## config.mk

```make
export PLATFORM = sky130hd
export DESIGN_NAME = hrk_dp
export DESIGN_NICKNAME = d
export VERILOG_FILES = /design/src/rtl/core/hrk_pkg.sv /design/src/rtl/core/hrk_div.sv /design/src/rtl/core/hrk_dp.sv
export SDC_FILE = /design/constraint.sdc
export NUM_CORES = 2
export LEC_CHECK = 0
export BUFFER_PORTS_ARGS = -buffer_cell sky130_fd_sc_hd__buf_2
export CORE_UTILIZATION = 66
export CTS_CLUSTER_SIZE = 40
export DETAILED_ROUTE_END_ITERATION = 12
export GPL_TIMING_DRIVEN = 0
export PLACE_DENSITY = 0.83
export SETUP_SLACK_MARGIN = 0.3
export SYNTH_ARGS = -nofsm -noshare
export SYNTH_HDL_FRONTEND = slang
export SYNTH_SLANG_ARGS = --single-unit
```

## constraint.sdc

```tcl
create_clock -name clk -period 18.2 [get_ports clk]
set_input_delay 1.82 -clock clk [delete_from_list [all_inputs] [get_ports clk]]
set_output_delay 1.82 -clock clk [all_outputs]
set_load 0.05 [all_outputs]
```

## src/rtl/core/hrk_pkg.sv

```systemverilog
`timescale 1ns / 1ps
`default_nettype none

package hrk_pkg;

	localparam int RATE_W = 19;
	localparam int MOTION_W = 16;
	localparam int CONF_W = 17;
	localparam int VAR_W = 32;
	localparam int RA_W = 24;
	localparam int CFG_IDX_W = 2;
	localparam int CFG_DATA_W = 24;

	// Register indexes on the configuration port.
	localparam logic [CFG_IDX_W-1:0] REG_MOTION_LOW = 2'd0;
	localparam logic [CFG_IDX_W-1:0] REG_MOTION_HIGH = 2'd1;
	localparam logic [CFG_IDX_W-1:0] REG_CONF_GATE = 2'd2;
	localparam logic [CFG_IDX_W-1:0] REG_ACCEL_NOISE = 2'd3;

	localparam logic [MOTION_W-1:0] MOTION_LOW_RST = 16'd8500;
	localparam logic [MOTION_W-1:0] MOTION_HIGH_RST = 16'd11000;
	localparam logic [CONF_W-1:0] CONF_GATE_RST = 17'd19661;
	localparam logic [RA_W-1:0] ACCEL_NOISE_RST = 24'd272956;
	localparam logic [RATE_W-1:0] RATE_RST = 19'd65536;
	localparam logic [VAR_W-1:0] VAR_RST = 32'd1677722;

	// Process noise levels, Q8.24.
	localparam logic [VAR_W-1:0] Q_LOW = 32'd6711;
	localparam logic [VAR_W-1:0] Q_MID = 32'd41943;
	localparam logic [VAR_W-1:0] Q_HIGH = 32'd107374;

	localparam logic [23:0] DELTA_BASE = 24'd838861;
	localparam logic [23:0] DELTA_SPAN = 24'd13086228;
	localparam logic [CONF_W-1:0] CONF_ONE = 17'd65536;
	localparam logic [CONF_W-1:0] CONF_FLOOR = 17'd66;

	// Divider geometry for the gain divisions.
	localparam int DIVD_W = 64;
	localparam int DIVS_W = 36;

	// The optical noise is round(d25^2 / (2401 * 2^24)). The rounding
	// bias is added to the numerator, the low 24 bits are dropped, and the
	// division by 2401 is a multiply by ceil(2^45 / 2401), which is exact for
	// any 33-bit numerator. That reciprocal is 3 * 2^32 + RO_RECIP_LO.
	localparam logic [56:0] RO_BIAS = 57'(64'd2401 << 23);
	localparam logic [31:0] RO_RECIP_LO = 32'd1769147296;

	// Datapath operations.
	localparam int OP_W = 5;
	localparam logic [OP_W-1:0] OP_NONE = 5'd0;
	localparam logic [OP_W-1:0] OP_LOAD = 5'd1;
	localparam logic [OP_W-1:0] OP_PRED = 5'd2;
	localparam logic [OP_W-1:0] OP_MDELTA = 5'd3;
	localparam logic [OP_W-1:0] OP_DELTA = 5'd4;
	localparam logic [OP_W-1:0] OP_MSQ = 5'd5;
	localparam logic [OP_W-1:0] OP_MRO = 5'd6;
	localparam logic [OP_W-1:0] OP_CAP_RO = 5'd7;
	localparam logic [OP_W-1:0] OP_MWO = 5'd8;
	localparam logic [OP_W-1:0] OP_MWA = 5'd9;
	localparam logic [OP_W-1:0] OP_MWS = 5'd10;
	localparam logic [OP_W-1:0] OP_SUM = 5'd11;
	localparam logic [OP_W-1:0] OP_NORM = 5'd12;
	localparam logic [OP_W-1:0] OP_DIV_GO = 5'd13;
	localparam logic [OP_W-1:0] OP_CAP_GO = 5'd14;
	localparam logic [OP_W-1:0] OP_DIV_GA = 5'd15;
	localparam logic [OP_W-1:0] OP_CAP_GA = 5'd16;
	localparam logic [OP_W-1:0] OP_DIV_GS = 5'd17;
	localparam logic [OP_W-1:0] OP_CAP_GS = 5'd18;
	localparam logic [OP_W-1:0] OP_MGX = 5'd19;
	localparam logic [OP_W-1:0] OP_MGO = 5'd20;
	localparam logic [OP_W-1:0] OP_MGA = 5'd21;
	localparam logic [OP_W-1:0] OP_COMMIT = 5'd22;

	typedef struct packed {
		logic [OP_W-1:0] op;
		logic out_load;
	} cmd_t;

	typedef struct packed {
		logic gate_ok;
		logic norm_done;
		logic det_zero;
		logic div_busy;
	} sts_t;

endpackage

`default_nettype wire

```

## src/rtl/core/hrk_div.sv

```systemverilog
`timescale 1ns / 1ps
`default_nettype none

module hrk_div (
	input  wire logic                         clk,
	input  wire logic                         arst_n,
	input  wire logic                         start,
	input  wire logic [hrk_pkg::DIVD_W-1:0]   dividend,
	input  wire logic [hrk_pkg::DIVS_W-1:0]   divisor,
	output logic                              busy,
	output logic [hrk_pkg::DIVD_W-1:0]        quotient
);
	import hrk_pkg::*;

	localparam int CNT_W = $clog2(DIVD_W + 1);

	logic [CNT_W-1:0] cnt_q;
	logic busy_q;
	logic [DIVS_W-1:0] rem_q;
	logic [DIVS_W-1:0] dvs_q;
	logic [DIVD_W-1:0] quo_q;
	logic [DIVS_W:0] trial;
	logic take;

	// Restoring division, one quotient bit per cycle.
	assign trial = {rem_q, quo_q[DIVD_W-1]};
	assign take = trial >= {1'b0, dvs_q};

	always_ff @(posedge clk or negedge arst_n) begin
		if (!arst_n) begin
			busy_q <= 1'b0;
			cnt_q <= '0;
		end else if (start) begin
			busy_q <= 1'b1;
			cnt_q <= CNT_W'(DIVD_W);
		end else if (busy_q) begin
			cnt_q <= cnt_q - 1'b1;
			if (cnt_q == CNT_W'(1)) begin
				busy_q <= 1'b0;
			end
		end
	end

	always_ff @(posedge clk) begin
		if (start) begin
			rem_q <= '0;
			dvs_q <= divisor;
			quo_q <= dividend;
		end else if (busy_q) begin
			rem_q <= take ? DIVS_W'(trial - {1'b0, dvs_q}) : trial[DIVS_W-1:0];
			quo_q <= {quo_q[DIVD_W-2:0], take};
		end
	end

	assign busy = busy_q;
	assign quotient = quo_q;

endmodule

`default_nettype wire

```

## src/rtl/core/hrk_dp.sv

```systemverilog
`timescale 1ns / 1ps
`default_nettype none

module hrk_dp (
	input  wire logic                           clk,
	input  wire logic                           arst_n,
	input  wire hrk_pkg::cmd_t                  cmd,
	output hrk_pkg::sts_t                       sts,
	input  wire logic                           cfg_we,
	input  wire logic [hrk_pkg::CFG_IDX_W-1:0]  cfg_index,
	input  wire logic [hrk_pkg::CFG_DATA_W-1:0] cfg_data,
	input  wire logic [hrk_pkg::RATE_W-1:0]     optical_rate,
	input  wire logic [hrk_pkg::RATE_W-1:0]     accel_rate,
	input  wire logic [hrk_pkg::MOTION_W-1:0]   motion_level,
	input  wire logic [hrk_pkg::CONF_W-1:0]     confidence,
	output logic [hrk_pkg::RATE_W-1:0]          rate_estimate,
	output logic [hrk_pkg::VAR_W-1:0]           estimate_variance,
	output logic                                updated
);
	import hrk_pkg::*;

	localparam int W_W = 56;
	localparam int DET_W = 58;
	localparam int G_W = 33;
	localparam int ACC_W = 52;

	logic [MOTION_W-1:0] mt_low_q, mt_high_q;
	logic [CONF_W-1:0] gate_q;
	logic [RA_W-1:0] ra_q;

	logic [RATE_W-1:0] x_q;
	logic [VAR_W-1:0] p_q;
	logic upd_q;

	logic [RATE_W-1:0] zo_q, za_q;
	logic [CONF_W-1:0] conf_q;
	logic [VAR_W-1:0] pp_q;
	logic [DET_W-1:0] prod_q;
	logic [28:0] d25_q;
	logic [63:0] ro_prod_q;
	logic [RA_W-1:0] ro_q;
	logic [W_W-1:0] wo_q, wa_q, ws_q;
	logic [DET_W-1:0] det_q;
	logic [G_W-1:0] go_q, ga_q, gs_q;
	logic [ACC_W-1:0] acc_q;

	logic [RATE_W-1:0] out_rate_q;
	logic [VAR_W-1:0] out_var_q;
	logic out_upd_q;

	logic [VAR_W-1:0] q_sel;
	logic [VAR_W:0] pp_sum;
	logic [CONF_W-1:0] conf_in, conf_f, conf_inv;
	logic [23:0] delta;
	logic [28:0] d25;
	logic [56:0] ro_num;
	logic [32:0] ro_m;
	logic [66:0] ro_sum;
	logic [G_W-1:0] gx;
	logic [32:0] ma;
	logic [31:0] mb;
	logic [64:0] prod;
	logic [64:0] var_sum;
	logic [19:0] est;

	logic div_start;
	logic [DIVD_W-1:0] div_dvd;
	logic [DIVS_W-1:0] div_dvs;
	logic div_busy;
	logic [DIVD_W-1:0] div_quo;

	always_comb begin
		if (motion_level <= mt_low_q) begin
			q_sel = Q_LOW;
		end else if (motion_level <= mt_high_q) begin
			q_sel = Q_MID;
		end else begin
			q_sel = Q_HIGH;
		end
	end

	assign pp_sum = {1'b0, p_q} + {1'b0, q_sel};
	assign conf_in = (confidence > CONF_ONE) ? CONF_ONE : confidence;
	assign conf_f = (conf_q < CONF_FLOOR) ? CONF_FLOOR : conf_q;
	assign conf_inv = CONF_ONE - conf_f;

	assign delta = DELTA_BASE + 24'((prod_q[39:0] + 40'd32768) >> 16);
	assign d25 = {delta, 4'b0} + {2'b0, delta, 3'b0} + {5'b0, delta};

	// Optical noise: the rounded numerator without its low 24 bits is divided
	// by 2401 through the reciprocal. The low part of the reciprocal goes
	// through the multiplier, the factor 3 of the high part is a shift-add.
	assign ro_num = prod_q[56:0] + RO_BIAS;
	assign ro_m = ro_num[56:24];
	assign ro_sum = 67'(ro_prod_q) + {(35'(ro_m) << 1) + 35'(ro_m), 32'b0};

	assign gx = 33'h1_0000_0000 - go_q - ga_q;

	// Shared multiplier; every product is registered before further use.
	always_comb begin
		ma = '0;
		mb = '0;
		case (cmd.op)
			OP_MDELTA: begin ma = 33'(conf_inv); mb = 32'(DELTA_SPAN); end
			OP_MSQ: begin ma = 33'(d25_q); mb = 32'(d25_q); end
			OP_MRO: begin ma = ro_m; mb = RO_RECIP_LO; end
			OP_MWO: begin ma = 33'(pp_q); mb = 32'(ra_q); end
			OP_MWA: begin ma = 33'(pp_q); mb = 32'(ro_q); end
			OP_MWS: begin ma = 33'(ro_q); mb = 32'(ra_q); end
			OP_MGX: begin ma = gx; mb = 32'(x_q); end
			OP_MGO: begin ma = go_q; mb = 32'(zo_q); end
			OP_MGA: begin ma = ga_q; mb = 32'(za_q); end
			OP_COMMIT: begin ma = gs_q; mb = pp_q; end
			default: begin ma = '0; mb = '0; end
		endcase
	end

	assign prod = 65'(ma) * 65'(mb);
	assign var_sum = prod + 65'h8000_0000;
	assign est = acc_q[ACC_W-1:32];

	always_comb begin
		div_start = 1'b0;
		div_dvd = '0;
		div_dvs = {5'b0, det_q[30:0]};
		case (cmd.op)
			OP_DIV_GO: begin div_start = 1'b1; div_dvd = {wo_q[31:0], 32'b0}; end
			OP_DIV_GA: begin div_start = 1'b1; div_dvd = {wa_q[31:0], 32'b0}; end
			OP_DIV_GS: begin div_start = 1'b1; div_dvd = {ws_q[31:0], 32'b0}; end
			default: div_start = 1'b0;
		endcase
	end

	hrk_div u_div (
		.clk      (clk),
		.arst_n   (arst_n),
		.start    (div_start),
		.dividend (div_dvd),
		.divisor  (div_dvs),
		.busy     (div_busy),
		.quotient (div_quo)
	);

	always_ff @(posedge clk or negedge arst_n) begin
		if (!arst_n) begin
			mt_low_q <= MOTION_LOW_RST;
			mt_high_q <= MOTION_HIGH_RST;
			gate_q <= CONF_GATE_RST;
			ra_q <= ACCEL_NOISE_RST;
		end else if (cfg_we) begin
			case (cfg_index)
				REG_MOTION_LOW: mt_low_q <= cfg_data[MOTION_W-1:0];
				REG_MOTION_HIGH: mt_high_q <= cfg_data[MOTION_W-1:0];
				REG_CONF_GATE: gate_q <= cfg_data[CONF_W-1:0];
				REG_ACCEL_NOISE: ra_q <= cfg_data[RA_W-1:0];
				default: ra_q <= ra_q;
			endcase
		end
	end

	always_ff @(posedge clk or negedge arst_n) begin
		if (!arst_n) begin
			x_q <= RATE_RST;
			p_q <= VAR_RST;
			upd_q <= 1'b0;
		end else if (cmd.op == OP_PRED) begin
			p_q <= pp_q;
			upd_q <= 1'b0;
		end else if (cmd.op == OP_COMMIT) begin
			p_q <= var_sum[63:32];
			x_q <= est[19] ? {RATE_W{1'b1}} : est[RATE_W-1:0];
			upd_q <= 1'b1;
		end
	end

	always_ff @(posedge clk) begin
		case (cmd.op)
			OP_LOAD: begin
				zo_q <= optical_rate;
				za_q <= accel_rate;
				conf_q <= conf_in;
				pp_q <= pp_sum[VAR_W] ? {VAR_W{1'b1}} : pp_sum[VAR_W-1:0];
			end
			OP_MDELTA, OP_MSQ: prod_q <= prod[DET_W-1:0];
			OP_DELTA: d25_q <= d25;
			OP_MRO: ro_prod_q <= prod[63:0];
			OP_CAP_RO: ro_q <= RA_W'(ro_sum[66:45]);
			OP_MWO: wo_q <= prod[W_W-1:0];
			OP_MWA: wa_q <= prod[W_W-1:0];
			OP_MWS: ws_q <= prod[W_W-1:0];
			OP_SUM: det_q <= DET_W'(wo_q) + DET_W'(wa_q) + DET_W'(ws_q);
			OP_NORM: begin
				det_q <= det_q >> 1;
				wo_q <= wo_q >> 1;
				wa_q <= wa_q >> 1;
				ws_q <= ws_q >> 1;
			end
			OP_CAP_GO: go_q <= div_quo[G_W-1:0];
			OP_CAP_GA: ga_q <= div_quo[G_W-1:0];
			OP_CAP_GS: gs_q <= div_quo[G_W-1:0];
			OP_MGX: acc_q <= prod[ACC_W-1:0] + ACC_W'(64'h8000_0000);
			OP_MGO, OP_MGA: acc_q <= acc_q + prod[ACC_W-1:0];
			default: acc_q <= acc_q;
		endcase
	end

	always_ff @(posedge clk) begin
		if (cmd.out_load) begin
			out_rate_q <= x_q;
			out_var_q <= p_q;
			out_upd_q <= upd_q;
		end
	end

	assign sts.gate_ok = conf_q >= gate_q;
	assign sts.norm_done = (det_q[DET_W-1:31] == '0);
	assign sts.det_zero = (det_q == '0);
	assign sts.div_busy = div_busy;

	assign rate_estimate = out_rate_q;
	assign estimate_variance = out_var_q;
	assign updated = out_upd_q;

endmodule

`default_nettype wire

```

==> results.py <==
metrics = {
    "outcome": {
        "outcome": "finished, violations left",
        "violations": "capacitance limit, slew limit",
    },
    "sta": {
        "slew_headroom_pct": -5.36,
        "worst_pin_slew_ns": 1.58,
        "fmax_mhz": 56.3,
        "setup_viol": 0,
        "hold_viol": 0,
        "skew_ns": 0.115,
        "min_period_ns": 17.77,
        "finalMaxSlewViolations": 81,
        "setup_slack_ns": 0.426,
        "timing.final.crit_share_pct": 97.7,
        "setup_tns_ns": 0,
        "rsz0062_at_grt": "false",
    },
    "layout": {
        "mostFrequentLayoutCells": "inv_1 (1,300), nand2_1 (1,279), fa_1 (1,006)",
        "drive_above_1_share_pct": 6.35,
        "layoutNonFillerInstCount": 11300,
        "syn2layout_area_growth_pct": 8.59,
        "final_nets": 11200,
        "layout_commonest_cell": "inv_1",
        "fillerInstances": 9444,
    },
    "setup_path": {
        "critPathMaxStageDelay_ns": 1.11,
        "worstSetupPathType": "input port to flip-flop",
        "cp_max_fo": 10,
        "r2r_start": "conf_q[9]",
        "critical_path_arrival_ns": 18.26,
        "cpMostUsedCell": "fa_1",
        "worst_setup_path_end_kind": "flip-flop",
        "crit_buf_inv": 9,
        "cp-startpoint": "cmd[1]",
        "cp_top_family": "adder cells",
        "critPathRequiredTime_ns": 18.68,
        "slowest_stage": "clkbuf_1",
        "worst_setup_path_start_kind": "input port",
    },
    "global_routing": {
        "overflow": 0,
        "grt_pass1_vias": 74700,
        "grt_max_degree": 80,
        "antenna_found_initial": 24,
        "track_usage_pct": 51.8,
        "grt_pass1_wl_um": 499000,
    },
    "yosys": {
        "ys_types": 96,
        "synth_seq_cells": 905,
        "syn_area_um2": 88000,
        "synth_flop_cell": "edfxtp_1",
        "yosys_warnings": 0,
        "synth_edf_count": 736,
        "synth_area_leaders": "edfxtp_1 (25%), fa_1 (23%), ha_1 (8.8%)",
        "synth_top_area_share_pct": 25.1,
        "avgSynthCellArea_um2": 9.66,
        "synthArstFlopShare_pct": 14.7,
        "seq_area_frac_synth_pct": 29.8,
        "yosysTopAreaCell": "edfxtp_1",
        "syn-instance-count": 9106,
        "syn_nets": 10800,
    },
    "worst_hold_path": {
        "hp-class": "flip-flop to flip-flop",
        "hp-start": "det_q[0]",
    },
    "clock_tree": {
        "ctsHoldBuffers": 0,
        "cts_tree": "built",
        "clockBufferDepth": 3,
        "htreeDepth": 3,
        "path_clk_slew_ns": 0.06,
        "cts-root-buf": "clkbuf_16",
        "worstSkewPairLatency_ns": 0.78,
        "postCtsSetupRepairBufs": 0,
        "numCtsBuffers": 96,
        "clock-sinks": 905,
    },
    "floorplan": {
        "io_pins": 162,
        "row_count": 133,
        "die_h_um": 367,
        "die_w_um": 367,
        "start_util_pct": 66.8,
        "coreArea_um2": 132000,
        "dieArea_um2": 135000,
    },
    "power_and_ir_drop": {
        "p_switching_mw": 3.66,
        "power.internal_mw": 5.20,
        "total_power_mw": 8.85,
        "swShare_pct": 41.3,
        "p_per_area_nw_per_um2": 92.7,
        "seqPwrFrac_pct": 33.5,
        "clkPwrFrac_pct": 23.9,
        "combinationalPowerShare_pct": 42.7,
        "p_leak_nw": 43.4,
        "irDropWorstVdd_mv": 0.121,
    },
    "placed_design": {
        "dp_cells": 11100,
        "post-place-ws_ns": 0.201,
        "place.gp.congestion": 1.15,
        "portBuffers": 161,
        "dp_hpwl_um": 276000,
    },
    "routing": {
        "drcViolationCount": 0,
        "via_count": 75000,
        "wl_um": 347000,
        "via_per_inst": 6.65,
        "avgRoutedWirePerCell_um": 30.8,
        "dr.pass1.iters": 9,
        "first_iter_violations": 10600,
        "ant_nets": 0,
    },
    "job": {
        "timing.max_cap.violations": 11,
    },
}
==> power groups by stage <==
stage               sequential [mW]  clock (mW)  combinational [mW]
finish                         2.96        2.11                3.78
global route                   2.97        2.18                3.99
CTS                            2.94        2.10                3.59
floorplan                      2.92           0                2.31
detailed placement             2.97           0                3.52
global placement               2.97           0                3.36
==> layout make-up <==
cell class	instances	area, µm²	area share [%]
multi-input combinational	6512	55700	58.3
sequential	905	26200	27.4
clock inverter	72	876	0.917
timing repair buffer	227	1670	1.74
inverter	1301	4880	5.11
clock buffer	106	2470	2.59
tap	1755	2200	2.30
buffer	388	1490	1.56
antenna	17	42.5	0.0445
==> per-stage QoR <==
step,util [%],hold slack [ns],cell area [µm²]
after floorplan,-,0.425,88000
after global placement,69.0,0.454,91000
after detailed placement,69.9,0.441,92100
after CTS,72.4,0.471,95400
after global routing,72.5,0.477,95500
final,72.5,0.471,95500
==> final timing paths <==
path,cells after the start,to,slack [ns]
min,0,u_div.dvs_q[0],0.47
max,45,acc_q[51],0.43
min reg2reg,0,u_div.dvs_q[0],0.47
min in group asynchronous,1,mt_low_q[10],0.98
max reg2reg,48,acc_q[51],1.00
max in group asynchronous,2,p_q[22],16.19
==> cell families (layout without fill, tap and decap cells) <==
family                   count (synthesis)  after routing  share of synthesized area [%]
multiplexers                           134            134                           1.61
XOR/XNOR                               395            395                           3.94
other                                    0             17                              0
AO/OA/AOI/OAI                         1544           1544                           11.7
adder cells (fa/ha/maj)               1627           1627                           31.7
buffers and inverters                 1689           2094                           7.23
AND/OR/NAND/NOR                       2812           2812                           14.0
flip-flops                             905            905                           29.8
==> cell usage after synthesis (22+ instances only) <==
| cell | n |
|---|---|
| a221o_1 | 35 |
| a221oi_1 | 32 |
| nand2b_1 | 73 |
| inv_1 | 1300 |
| and2_1 | 110 |
| nor2b_1 | 72 |
| mux2_2 | 60 |
| dfstp_2 | 41 |
| dfxtp_1 | 36 |
| nand2_1 | 1280 |
| o21ai_0 | 349 |
| o21bai_1 | 36 |
| a22oi_1 | 59 |
| a21o_1 | 229 |
| o31ai_1 | 28 |
| nor3_1 | 100 |
| clkbuf_1 | 346 |
| o21a_1 | 75 |
| dfrtp_1 | 92 |
| a31oi_1 | 26 |
| xnor2_1 | 252 |
| xor2_1 | 142 |
| a222oi_1 | 43 |
| edfxtp_1 | 736 |
| fa_1 | 1006 |
| mux2i_1 | 74 |
| or3_1 | 31 |
| nand3_1 | 117 |
| and3_1 | 44 |
| nand4_1 | 65 |
| o211ai_1 | 22 |
| a21oi_1 | 373 |
| nor2_1 | 796 |
| ha_1 | 621 |
| a211oi_1 | 49 |
| nor4_1 | 38 |
| buf_1 | 31 |
==> per-layer routing <==
layer  global-route usage, %  share of wire [%]
met2                    71.7                 40
met1                    62.9                 34
met5                   0.249              0.037
met3                    22.5                 16
met4                    41.2                 10
==> sequential cells by signal, indices dropped and copies added (netlist names), 31 cells and up <==
name               flops
p_q                   32
u_div.rem_q           36
gs_q                  33
det_q                 58
ws_q                  56
ga_q                  33
u_div.dvs_q           31
u_div.quotient        64
wa_q                  56
ro_prod_q             32
prod_q                42
estimate_variance     32
go_q                  33
acc_q                 52
pp_q                  32
wo_q                  56
==> what timing repair did <==
item / CTS / global route
resized for setup: 0 / 5
endpoints found under the hold margin: 0 / 0
endpoints found under the setup margin: 0 / 3
Note: power is estimated with default switching activity, not from simulation.
