$ cat src/rtl/core/hrk_pkg.sv
`timescale 1ns / 1ps
`default_nettype none

package hrk_pkg;

	localparam int RATE_W = 19;
	localparam int MOTION_W = 16;
	localparam int CONF_W = 17;
	localparam int VAR_W = 32;
	localparam int RA_W = 24;
	localparam int CFG_IDX_W = 2;
	localparam int CFG_DATA_W = 24;

	// Register indexes on the configuration port.
	localparam logic [CFG_IDX_W-1:0] REG_MOTION_LOW = 2'd0;
	localparam logic [CFG_IDX_W-1:0] REG_MOTION_HIGH = 2'd1;
	localparam logic [CFG_IDX_W-1:0] REG_CONF_GATE = 2'd2;
	localparam logic [CFG_IDX_W-1:0] REG_ACCEL_NOISE = 2'd3;

	localparam logic [MOTION_W-1:0] MOTION_LOW_RST = 16'd8500;
	localparam logic [MOTION_W-1:0] MOTION_HIGH_RST = 16'd11000;
	localparam logic [CONF_W-1:0] CONF_GATE_RST = 17'd19661;
	localparam logic [RA_W-1:0] ACCEL_NOISE_RST = 24'd272956;
	localparam logic [RATE_W-1:0] RATE_RST = 19'd65536;
	localparam logic [VAR_W-1:0] VAR_RST = 32'd1677722;

	// Process noise levels, Q8.24.
	localparam logic [VAR_W-1:0] Q_LOW = 32'd6711;
	localparam logic [VAR_W-1:0] Q_MID = 32'd41943;
	localparam logic [VAR_W-1:0] Q_HIGH = 32'd107374;

	localparam logic [23:0] DELTA_BASE = 24'd838861;
	localparam logic [23:0] DELTA_SPAN = 24'd13086228;
	localparam logic [CONF_W-1:0] CONF_ONE = 17'd65536;
	localparam logic [CONF_W-1:0] CONF_FLOOR = 17'd66;

	// Divider geometry for the gain divisions.
	localparam int DIVD_W = 64;
	localparam int DIVS_W = 36;

	// The optical noise is round(d25^2 / (2401 * 2^24)). The rounding
	// bias is added to the numerator, the low 24 bits are dropped, and the
	// division by 2401 is a multiply by ceil(2^45 / 2401), which is exact for
	// any 33-bit numerator. That reciprocal is 3 * 2^32 + RO_RECIP_LO.
	localparam logic [56:0] RO_BIAS = 57'(64'd2401 << 23);
	localparam logic [31:0] RO_RECIP_LO = 32'd1769147296;

	// Datapath operations.
	localparam int OP_W = 5;
	localparam logic [OP_W-1:0] OP_NONE = 5'd0;
	localparam logic [OP_W-1:0] OP_LOAD = 5'd1;
	localparam logic [OP_W-1:0] OP_PRED = 5'd2;
	localparam logic [OP_W-1:0] OP_MDELTA = 5'd3;
	localparam logic [OP_W-1:0] OP_DELTA = 5'd4;
	localparam logic [OP_W-1:0] OP_MSQ = 5'd5;
	localparam logic [OP_W-1:0] OP_MRO = 5'd6;
	localparam logic [OP_W-1:0] OP_CAP_RO = 5'd7;
	localparam logic [OP_W-1:0] OP_MWO = 5'd8;
	localparam logic [OP_W-1:0] OP_MWA = 5'd9;
	localparam logic [OP_W-1:0] OP_MWS = 5'd10;
	localparam logic [OP_W-1:0] OP_SUM = 5'd11;
	localparam logic [OP_W-1:0] OP_NORM = 5'd12;
	localparam logic [OP_W-1:0] OP_DIV_GO = 5'd13;
	localparam logic [OP_W-1:0] OP_CAP_GO = 5'd14;
	localparam logic [OP_W-1:0] OP_DIV_GA = 5'd15;
	localparam logic [OP_W-1:0] OP_CAP_GA = 5'd16;
	localparam logic [OP_W-1:0] OP_DIV_GS = 5'd17;
	localparam logic [OP_W-1:0] OP_CAP_GS = 5'd18;
	localparam logic [OP_W-1:0] OP_MGX = 5'd19;
	localparam logic [OP_W-1:0] OP_MGO = 5'd20;
	localparam logic [OP_W-1:0] OP_MGA = 5'd21;
	localparam logic [OP_W-1:0] OP_COMMIT = 5'd22;

	typedef struct packed {
		logic [OP_W-1:0] op;
		logic out_load;
	} cmd_t;

	typedef struct packed {
		logic gate_ok;
		logic norm_done;
		logic det_zero;
		logic div_busy;
	} sts_t;

endpackage

`default_nettype wire

$ cat src/rtl/core/hrk_ctrl.sv
`timescale 1ns / 1ps
`default_nettype none

module hrk_ctrl (
	input  wire logic           clk,
	input  wire logic           arst_n,
	input  wire logic           in_valid,
	output logic                in_ready,
	output logic                out_valid,
	input  wire logic           out_ready,
	input  wire hrk_pkg::sts_t  sts,
	output hrk_pkg::cmd_t       cmd
);
	import hrk_pkg::*;

	localparam logic [4:0] S_IDLE = 5'd0;
	localparam logic [4:0] S_GATE = 5'd1;
	localparam logic [4:0] S_MDELTA = 5'd2;
	localparam logic [4:0] S_DELTA = 5'd3;
	localparam logic [4:0] S_MSQ = 5'd4;
	localparam logic [4:0] S_DRO = 5'd5;
	localparam logic [4:0] S_CRO = 5'd7;
	localparam logic [4:0] S_MWO = 5'd8;
	localparam logic [4:0] S_MWA = 5'd9;
	localparam logic [4:0] S_MWS = 5'd10;
	localparam logic [4:0] S_SUM = 5'd11;
	localparam logic [4:0] S_NORM = 5'd12;
	localparam logic [4:0] S_SUM2 = 5'd13;
	localparam logic [4:0] S_CHK = 5'd14;
	localparam logic [4:0] S_DGO = 5'd15;
	localparam logic [4:0] S_WGO = 5'd16;
	localparam logic [4:0] S_CGO = 5'd17;
	localparam logic [4:0] S_DGA = 5'd18;
	localparam logic [4:0] S_WGA = 5'd19;
	localparam logic [4:0] S_CGA = 5'd20;
	localparam logic [4:0] S_DGS = 5'd21;
	localparam logic [4:0] S_WGS = 5'd22;
	localparam logic [4:0] S_CGS = 5'd23;
	localparam logic [4:0] S_MGX = 5'd24;
	localparam logic [4:0] S_MGO = 5'd25;
	localparam logic [4:0] S_MGA = 5'd26;
	localparam logic [4:0] S_COMMIT = 5'd27;
	localparam logic [4:0] S_PRED = 5'd28;
	localparam logic [4:0] S_OUT = 5'd29;

	logic [4:0] state_q;
	logic [4:0] state_d;
	logic out_valid_q;
	logic out_free;

	assign in_ready = (state_q == S_IDLE);
	assign out_free = !out_valid_q || out_ready;

	always_comb begin
		state_d = state_q;
		cmd.op = OP_NONE;
		cmd.out_load = 1'b0;
		case (state_q)
			S_IDLE: begin
				if (in_valid) begin
					cmd.op = OP_LOAD;
					state_d = S_GATE;
				end
			end
			S_GATE: state_d = sts.gate_ok ? S_MDELTA : S_PRED;
			S_MDELTA: begin cmd.op = OP_MDELTA; state_d = S_DELTA; end
			S_DELTA: begin cmd.op = OP_DELTA; state_d = S_MSQ; end
			S_MSQ: begin cmd.op = OP_MSQ; state_d = S_DRO; end
			S_DRO: begin cmd.op = OP_MRO; state_d = S_CRO; end
			S_CRO: begin cmd.op = OP_CAP_RO; state_d = S_MWO; end
			S_MWO: begin cmd.op = OP_MWO; state_d = S_MWA; end
			S_MWA: begin cmd.op = OP_MWA; state_d = S_MWS; end
			S_MWS: begin cmd.op = OP_MWS; state_d = S_SUM; end
			S_SUM: begin cmd.op = OP_SUM; state_d = S_NORM; end
			S_NORM: begin
				if (sts.norm_done) begin
					state_d = S_SUM2;
				end else begin
					cmd.op = OP_NORM;
				end
			end
			S_SUM2: begin cmd.op = OP_SUM; state_d = S_CHK; end
			S_CHK: state_d = sts.det_zero ? S_PRED : S_DGO;
			S_DGO: begin cmd.op = OP_DIV_GO; state_d = S_WGO; end
			S_WGO: if (!sts.div_busy) state_d = S_CGO;
			S_CGO: begin cmd.op = OP_CAP_GO; state_d = S_DGA; end
			S_DGA: begin cmd.op = OP_DIV_GA; state_d = S_WGA; end
			S_WGA: if (!sts.div_busy) state_d = S_CGA;
			S_CGA: begin cmd.op = OP_CAP_GA; state_d = S_DGS; end
			S_DGS: begin cmd.op = OP_DIV_GS; state_d = S_WGS; end
			S_WGS: if (!sts.div_busy) state_d = S_CGS;
			S_CGS: begin cmd.op = OP_CAP_GS; state_d = S_MGX; end
			S_MGX: begin cmd.op = OP_MGX; state_d = S_MGO; end
			S_MGO: begin cmd.op = OP_MGO; state_d = S_MGA; end
			S_MGA: begin cmd.op = OP_MGA; state_d = S_COMMIT; end
			S_COMMIT: begin cmd.op = OP_COMMIT; state_d = S_OUT; end
			S_PRED: begin cmd.op = OP_PRED; state_d = S_OUT; end
			S_OUT: begin
				if (out_free) begin
					cmd.out_load = 1'b1;
					state_d = S_IDLE;
				end
			end
			default: state_d = S_IDLE;
		endcase
	end

	always_ff @(posedge clk or negedge arst_n) begin
		if (!arst_n) begin
			state_q <= S_IDLE;
			out_valid_q <= 1'b0;
		end else begin
			state_q <= state_d;
			if (cmd.out_load) begin
				out_valid_q <= 1'b1;
			end else if (out_ready) begin
				out_valid_q <= 1'b0;
			end
		end
	end

	assign out_valid = out_valid_q;

endmodule

`default_nettype wire

$ cat config.mk
export PLATFORM = sky130hd
export DESIGN_NAME = hrk_ctrl
export DESIGN_NICKNAME = d
export VERILOG_FILES = /design/src/rtl/core/hrk_pkg.sv /design/src/rtl/core/hrk_ctrl.sv
export SDC_FILE = /design/constraint.sdc
export NUM_CORES = 1
export LEC_CHECK = 0
export BUFFER_PORTS_ARGS = -buffer_cell sky130_fd_sc_hd__buf_2
export CORE_MARGIN = 4
export CORE_UTILIZATION = 50
export CTS_CLUSTER_DIAMETER = 50
export DETAILED_ROUTE_END_ITERATION = 6
export GPL_TIMING_DRIVEN = 0
export PLACE_DENSITY = 0.75
export SLEW_MARGIN = 25
export SYNTH_ARGS = -nofsm -noshare
export SYNTH_HDL_FRONTEND = slang
export SYNTH_SLANG_ARGS = --single-unit
$ cat constraint.sdc
create_clock -name clk -period 4.45 [get_ports clk]
set_input_delay 0.2225 -clock clk [delete_from_list [all_inputs] [get_ports clk]]
set_output_delay 0.2225 -clock clk [all_outputs]
set_load 0.03 [all_outputs]
==> impl.org, run 1 <==
** Outcome
- Run status :: complete, no violations

** Floorplanning
- The initialized floorplan defines 14 standard-cell rows.
- Top-Level Pins :: 16
- Die outline width :: 48.8 um
- The initial utilization of the core area, before any placement, comes to 0.541.
- The floorplan step set the die height to 48.8 um.
- Die area :: 2380 um^2
- In this run the standard cell core region covers 1540 um^2.

** Timing
- Total Negative Setup Slacks :: 0 ns
- Setup violations remaining at the end of the flow were counted as 0.
- Least-Margin Pin Slew :: 0.453 ns
- The smallest clock period supported by the final layout is computed as 2.38 ns.
- Timing would allow up to 0.421 GHz.
- Final worst-path cycle share :: 0.534
- Measured against its own limit, the worst slew margin works out to 0.698.
- Between clock sinks in the finished design, the worst skew comes to 0.00974 ns.
- The total count of max-transition violations in the final report was 0.
- Unrepaired setup endpoints after global routing :: no
- Final Hold Vio Count :: 0

** CTS
- No sink is reached through more buffers than the 2 on the longest clock path.
- TritonCTS clock tree :: yes
- CTS resizes :: 0
- Clock tree synthesis found a total of 6 sinks.
- Number of H-tree levels :: 1
- Clock transition at path regs :: 0.05 ns
- Buffers inserted during clock tree synthesis total 3.
- The cell sitting at the root of the clock tree is a sky130_fd_sc_hd__clkbuf_4.
- The later pin in the worst-skew pair is clocked with a latency of 0.24 ns.

** Detailed routing
- Routed Antenna Nets :: 0
- Dividing the detail-routed wire length by the instance count gives 14.7 um.
- Detailed Route WL :: 2200 um
- In this run, the number of DRC markers left after iteration 0 of detailed routing was 60.
- The detailed router placed 940 vias in this run.
- The first detailed-routing pass ran for 4 iterations.
- DRC violations left :: 0
- Using the TritonRoute via totals, the vias-per-cell ratio works out to 6.27.

** Logic synthesis
- Of the post-synthesis cell area, the dominant cell type holds 0.180.
- Share of the yosys chip area belonging to registers :: 0.180
- The Yosys step of the flow raised 0 warnings.
- Post-synth top flop :: sky130_fd_sc_hd__dfrtp_1
- By count the netlist is led by 11 x sky130_fd_sc_hd__a21oi_1, 11 x sky130_fd_sc_hd__clkbuf_1, 10 x sky130_fd_sc_hd__nand2b_1, 10 x sky130_fd_sc_hd__nor2_1, 8 x sky130_fd_sc_hd__o21ai_0.
- Count of different cell masters after synthesis :: 41
- Post-synth top area cell :: sky130_fd_sc_hd__dfrtp_1
- After synthesis the cells add up to 833 um^2.
- Synth area leaders :: sky130_fd_sc_hd__dfrtp_1 18%, sky130_fd_sc_hd__nand2b_1 7.5%, sky130_fd_sc_hd__a21oi_1 6.6%, sky130_fd_sc_hd__clkbuf_1 5.0%, sky130_fd_sc_hd__o21ai_0 4.8%
- Counting every net in the synthesized netlist gives 123.
- Of all flip-flops after synthesis, the portion carrying an async set or reset was 1.00.
- In the synthesized netlist, the number of instances is 115.
- After synthesis the netlist holds a flip-flop and latch count of 6.
- In this run, synthesis inferred 0 flip-flops with an integrated enable.
- Avg Inst Size Synth :: 7.25 um^2

** Critical path
- WP data required :: 4.23 ns
- The worst setup path is launched from a register.
- Critical Path Slowest Stage Cell :: sky130_fd_sc_hd__dfrtp_1
- The critical path is of the reg2out type.
- The worst setup path is captured at a primary output.
- Walking the worst path, the cells encountered are clkbuf_1 -> clkbuf_1 -> buf_2 -> o21ai_0 -> a21o_1 -> a21oi_1 -> buf_2.
- At the worst endpoint, the arrival time is 2.15 ns.
- Critical Path Fanout Max :: 10
- Peak per-stage delay on the critical path :: 0.34 ns

** Layout
- 0 antenna diodes ended up in the layout.
- Layout overhead on the synthesized area :: 15.3%
- Nets :: 144
- Post-layout util :: 0.623
- Area taken by multi-input logic gates :: 607 um^2
- Sequential cell area in the final layout :: 150 um^2
- Layout cell share with drive strength beyond 1 :: 0.194
- Filler cell count :: 137

** Pwr
- Maximum vdd drop :: 0.000450 V
- Net switching power of the design :: 0.000464 W
- Share of total power in combinational logic :: 0.823
- The analysis attributes to cell leakage a power of 0.418 nW.
- Cell Int Power :: 0.000392 W
- The share of total power dissipated in the clock network is 0.057.
- In this run the power density over the cells is 891 nW/um^2.
- Sequential cell fraction of total power :: 0.120
- Sw Share :: 0.542

** GRT
- Entering global routing, the biggest net connects 11 pins.
- The number of global-route vias before repair came to 844.
- Number of antenna violations at the first check in global routing :: 0
- The first global-routing pass estimated 3790 um of wire.
- For this run, the total global-route usage over all layers was measured as 0.191.
- Congestion Overflow GR :: 0

** Place
- Gpl congestion :: 0.837
- Input and output buffers added on the ports amount to 15.
- Post-DP HPWL :: 1660 um

** Worst hold path
- The tightest min-delay check is of the in2reg type.

** Job
- Across the run, the number of max-cap violations was 0.
final cells by class:
type | instances | share of cell area
Buffer | 14 | 0.0716
Clock buffer | 3 | 0.0234
Inverter | 2 | 0.00781
Multi-Input combinational cell | 93 | 0.632
Sequential cell | 6 | 0.156
Tap cell | 16 | 0.0208
Timing Repair Buffer | 16 | 0.0885
registers in the layout, indices dropped and copies added, names as in the netlist:
signal,count
state_q,5
out_valid,1
stage by stage:
stage               hold slack (ns)  worst slack (ns)  std cells  instance area, um^2  power [W]
finish                        0.282              2.07        150                  961   0.000856
global route                  0.308              1.85        150                  961   0.000933
CTS                           0.281              2.09        150                  961   0.000851
detailed placement           0.0509              2.33        146                  928   0.000800
global placement             0.0457              2.34        146                  928   0.000787
floorplan                   -0.0731              2.37        115                  833   0.000649
routing by layer:
metal / vias to the layer above / GRT usage / wire length [um]
li1: 467 / - / -
met1: 442 / 0.280 / 1020
met2: 31 / 0.287 / 1050
met3: 0 / 0.0489 / 135
met4: 0 / 0.0224 / 0
met5: - / 0 / 0
worst max-delay path, delay by kind of cell (launching register included):
family / cells / cell delay, ns
flops: 1 / 0.34
buf+inv: 4 / 1.14
compound gates: 3 / 0.44
cells in the final DEF (no fill, tap or decap), types with 4 or more instances in the layout:
| cell | Yosys | final |
|---|---|---|
| sky130_fd_sc_hd__clkbuf_1 | 11 | 11 |
| sky130_fd_sc_hd__nor2_1 | 10 | 10 |
| sky130_fd_sc_hd__nand2b_1 | 10 | 10 |
| sky130_fd_sc_hd__dfrtp_1 | 6 | 6 |
| sky130_fd_sc_hd__buf_2 | 1 | 16 |
| sky130_fd_sc_hd__nand2_1 | 4 | 4 |
| sky130_fd_sc_hd__a31oi_1 | 4 | 4 |
| sky130_fd_sc_hd__a21oi_1 | 11 | 11 |
| sky130_fd_sc_hd__o21ai_0 | 8 | 8 |
logic make-up (layout without fill, tap and decap cells):
| kind of cell | count (synthesis) | in the layout | synth area share |
|---|---|---|---|
| flops | 6 | 6 | 0.180 |
| compound gates | 39 | 39 | 0.299 |
| mux | 3 | 3 | 0.0496 |
| buf+inv | 16 | 35 | 0.0916 |
| xor+xnor | 1 | 1 | 0.0105 |
| simple gates | 50 | 50 | 0.369 |
worst paths after layout:
check / start / end / slack [ns] / depth (start not counted)
setup / recovery: state_q[3] / cmd[3] / 2.07 / 7
hold / removal: out_ready / out_valid / 0.28 / 3
setup reg to reg: state_q[4] / state_q[1] / 2.51 / 5
hold reg to reg: out_valid / out_valid / 0.69 / 2
max in group asynchronous: arst_n / state_q[3] / 3.97 / 2
min in group asynchronous: arst_n / out_valid / 0.32 / 2
power groups by stage:
stage               Clock [W]  Sequential [W]  Combinational, W
detailed placement          0        0.000103          0.000696
global route        0.0000550        0.000106          0.000771
finish              0.0000485        0.000103          0.000705
global placement            0        0.000102          0.000685
floorplan                   0        0.000103          0.000547
CTS                 0.0000496        0.000103          0.000699
what timing repair did:
item                      CTS  global route
hold endpoints to repair    6             0
buffers inserted            0             0
hold buffers                1             0
(Power assumes the default switching activity.)
==> inputs of run 2 (changes only) <==
--- a/config.mk
+++ b/config.mk
@@ -5,13 +5,14 @@
 export SDC_FILE = /design/constraint.sdc
 export NUM_CORES = 1
 export LEC_CHECK = 0
+export ABC_AREA = 1
 export BUFFER_PORTS_ARGS = -buffer_cell sky130_fd_sc_hd__buf_2
 export CORE_MARGIN = 4
 export CORE_UTILIZATION = 50
 export CTS_CLUSTER_DIAMETER = 50
 export DETAILED_ROUTE_END_ITERATION = 6
 export GPL_TIMING_DRIVEN = 0
-export PLACE_DENSITY = 0.75
+export PLACE_DENSITY = 0.74
 export SLEW_MARGIN = 25
 export SYNTH_ARGS = -nofsm -noshare
 export SYNTH_HDL_FRONTEND = slang
==> constraint.sdc (replaced) <==
create_clock -name clk -period 2.3 [get_ports clk]
set_input_delay 0.115 -clock clk [delete_from_list [all_inputs] [get_ports clk]]
set_output_delay 0.115 -clock clk [all_outputs]
set_load 0.03 [all_outputs]
==> impl.org, run 2 <==
** Layout
- Filler cell count :: 189
- Non-filler cells, final :: 210
- Ant. Diodes :: 0
- Of the cells placed in the final design, the portion with a size suffix greater than 1 is 0.308.
- For this run, the post-layout net count is 195.
- Leaving out fill and tap cells, the most frequent cell in the layout is sky130_fd_sc_hd__nand2_1.
- Post-layout util :: 0.618
- Layout overhead on the synthesized area :: 14.4%
- Largest register FFs :: 5
- Most frequent cells in the layout :: 49 x sky130_fd_sc_hd__nand2_1, 23 x sky130_fd_sc_hd__nor2_1, 19 x sky130_fd_sc_hd__nand3_1
- Counting flops per register, the top entry is state_q.

** Timing
- The final hold violation count is 0.
- For the final routed database, the setup TNS stands at 0 ns.
- The clock period could shrink to 1.89 ns.
- Setup repair after global routing left no endpoint under its margin.
- The worst pin sits at a relative slew slack of 0.793.
- Final worst-path cycle share :: 0.820
- Worst setup skew after layout :: 0.00219 ns
- Number of setup violations in the final report :: 0
- For the pin with the worst max-slew slack, the measured transition is 0.310 ns.
- The total count of max-transition violations in the final report came to 0.
- Derived from the worst setup path, the maximum achievable clock frequency is 0.530 GHz.

** Logic synthesis
- The share of synthesized area in the top cell type comes to 0.191.
- The synthesized design spends more area on one cell type than any other, namely sky130_fd_sc_hd__nand2_1.
- For this run, the leading register cell type out of synthesis is sky130_fd_sc_hd__dfrtp_1.
- After synthesis, the cell types taking the most area are sky130_fd_sc_hd__nand2_1 19%, sky130_fd_sc_hd__dfrtp_1 16%, sky130_fd_sc_hd__nand3_1 9.9%, sky130_fd_sc_hd__nor2_1 9.0%, sky130_fd_sc_hd__nor2_2 5.9%.
- Total nets after synthesis :: 174
- Number of flops mapped to enable cells by yosys :: 0
- Synthesis handed over a netlist of 166 instances.
- For this run, the register share of the synthesized area comes to 0.156.
- During synthesis, Yosys emitted a total of 0 warnings.
- Post-synthesis cell area :: 962 um^2
- Yosys instantiated no cell more often than sky130_fd_sc_hd__nand2_1.
- Total of flip-flops plus latches after synthesis :: 6
- Count of different cell masters after synthesis :: 25
- Each instance of the synthesized netlist takes up on average 5.80 um^2.
- Top cells by instance count after synthesis :: 49 x sky130_fd_sc_hd__nand2_1, 23 x sky130_fd_sc_hd__nor2_1, 19 x sky130_fd_sc_hd__nand3_1
- Of all flip-flops after synthesis, the portion carrying an async set or reset was 1.00.

** Pwr
- Maximum vdd drop :: 0.000847 V
- Power comes to 0.00170 W.
- Leakage power figure :: 0.632 nW
- Dividing total power by cell area gives a power density of 1540 nW/um^2.

** Critical path
- STA classifies the critical path endpoint as a primary output.
- Along the worst path, the maximum fanout reaches 7.
- The cell family contributing the most delay on the critical path is flip-flops.
- Counting both buffers and inverters, the worst setup path holds a total of 3.
- Crit path arrival time :: 1.77 ns
- By startpoint and endpoint, the worst setup path is classified as reg2out.
- The worst setup path is launched from a register.
- The largest individual stage delay along the critical path comes from the cell sky130_fd_sc_hd__dfrtp_1.
- Walking the worst path, the cells encountered are nor2_4 -> nand2_4 -> inv_2 -> nand2_1 -> o21ai_0 -> inv_1 -> o2111ai_1 -> buf_2.
- In this design, the stage delay of the slowest critical-path cell is 0.48 ns.
- WP data required :: 2.18 ns

** Job
- Maximum Capacitance Violations :: 0

** Detailed routing
- Wires add up to 2870 um.
- Routed Antenna Nets :: 0
- Before antenna repair, the detailed router went through 4 iterations.
- DRC violations left :: 0
- Number of DRC violations after detailed-routing iteration 0 :: 72
- Detailed-route wire length per cell :: 13.7 um
- Vias after detailed routing :: 1147
- Number of vias per cell after detailed routing :: 5.46

** GRT
- The initial antenna violation count is 0.
- Congestion Overflow GR :: 0
- Wire length of the first global-routing pass :: 4640 um
- Global-route total usage across every layer :: 0.234
- Entering global routing, the biggest net connects 11 pins.
- Via count of the first global-routing pass :: 1025

** CTS
- In this run the number of H-tree levels came out at 1.
- Total number of clock tree sinks :: 6
- In this run the post-CTS setup repair buffer count came out at 0.
- At the later pin of the worst-skew pair, clock insertion delay measures 0.25 ns.
- TritonCTS built the clock tree.
- Maximum clock path buffer count :: 2
- Clock transition at path regs :: 0.05 ns
- CTS placed an instance of sky130_fd_sc_hd__clkbuf_4 at the clock tree root.
- Buffers inserted during clock tree synthesis total 3.

** Floorplanning
- Die outline width :: 51.9 um
- The floorplan step set the die height to 51.9 um.
- Core region area :: 1780 um^2
- Top-Level Pins :: 16
- The initial utilization of the core area, before any placement, comes to 0.540.
- Die area :: 2690 um^2
- In this run the core area contains 15 standard-cell rows.

** Worst hold path
- Hold Path Class :: in2reg

** Place
- Counting tap cells, the placed design contains a total of 206 instances.
- Routability-driven placement finished with a final weighted congestion of 0.973.
- In this run the tool buffered the top-level ports with 15 buffer cells.
- Post-DP HPWL :: 2200 um

** Outcome
- The flow ran to the end, and the final reports show no timing, DRC or antenna violations.
[run 2: final cells by class]
type,count,area (um^2),share of cell area
plain buffers,4,38.8,0.0352
clock buffers,3,22.5,0.0205
inverters,24,97.6,0.0886
multi-input cells,132,676,0.614
flip-flops and latches,6,150,0.136
well taps,25,31.3,0.0284
repair buffers,16,85.1,0.0773
[run 2: what timing repair did]
item | 4_1_cts | 5_1_grt
endpoints found under the setup margin | 0 | 0
resized for setup | 0 | 0
hold endpoints to repair | 6 | 0
hold buffers | 1 | 0
[run 2: cell families after synthesis]
group,synth area share
buf+inv,0.142
flops,0.156
compound gates,0.0728
simple gates,0.629
[run 2: metal layers]
layer	GRT usage	up-vias	share of wire
met2	0.391	58	0.47
met1	0.305	513	0.44
li1	-	568	-
met5	0	-	0
met4	0.0655	0	0.018
met3	0.0430	8	0.073
[run 2: stage by stage]
stage	hold WS [ns]	cell area, um^2	setup WS (ns)
after global placement	-0.0584	1070	0.740
after CTS	0.0918	1100	0.460
after detailed placement	-0.0484	1070	0.733
after global routing	0.0978	1100	0.316
final	0.0879	1100	0.415
after floorplan	-0.181	962	0.793
[run 2: power breakdown]
group	total [W]	switching, W	internal (W)	leakage (nW)
Combinational	0.00139	0.000968	0.000419	0.542
Sequential	0.000210	0.0000551	0.000155	0.0762
Clock	0.000103	0.0000436	0.0000594	0.0138
[run 2: path summary, 6_finish.rpt]
kind                             from          to  slack, ns  depth (start not counted)
min in group asynchronous      arst_n  state_q[2]       0.22                          2
max in group asynchronous      arst_n  state_q[1]       1.93                          2
hold / removal              out_ready   out_valid       0.09                          2
hold reg to reg             out_valid   out_valid       0.59                          2
setup / recovery           state_q[2]      cmd[3]       0.41                          8
setup reg to reg           state_q[2]  state_q[4]       0.80                          8
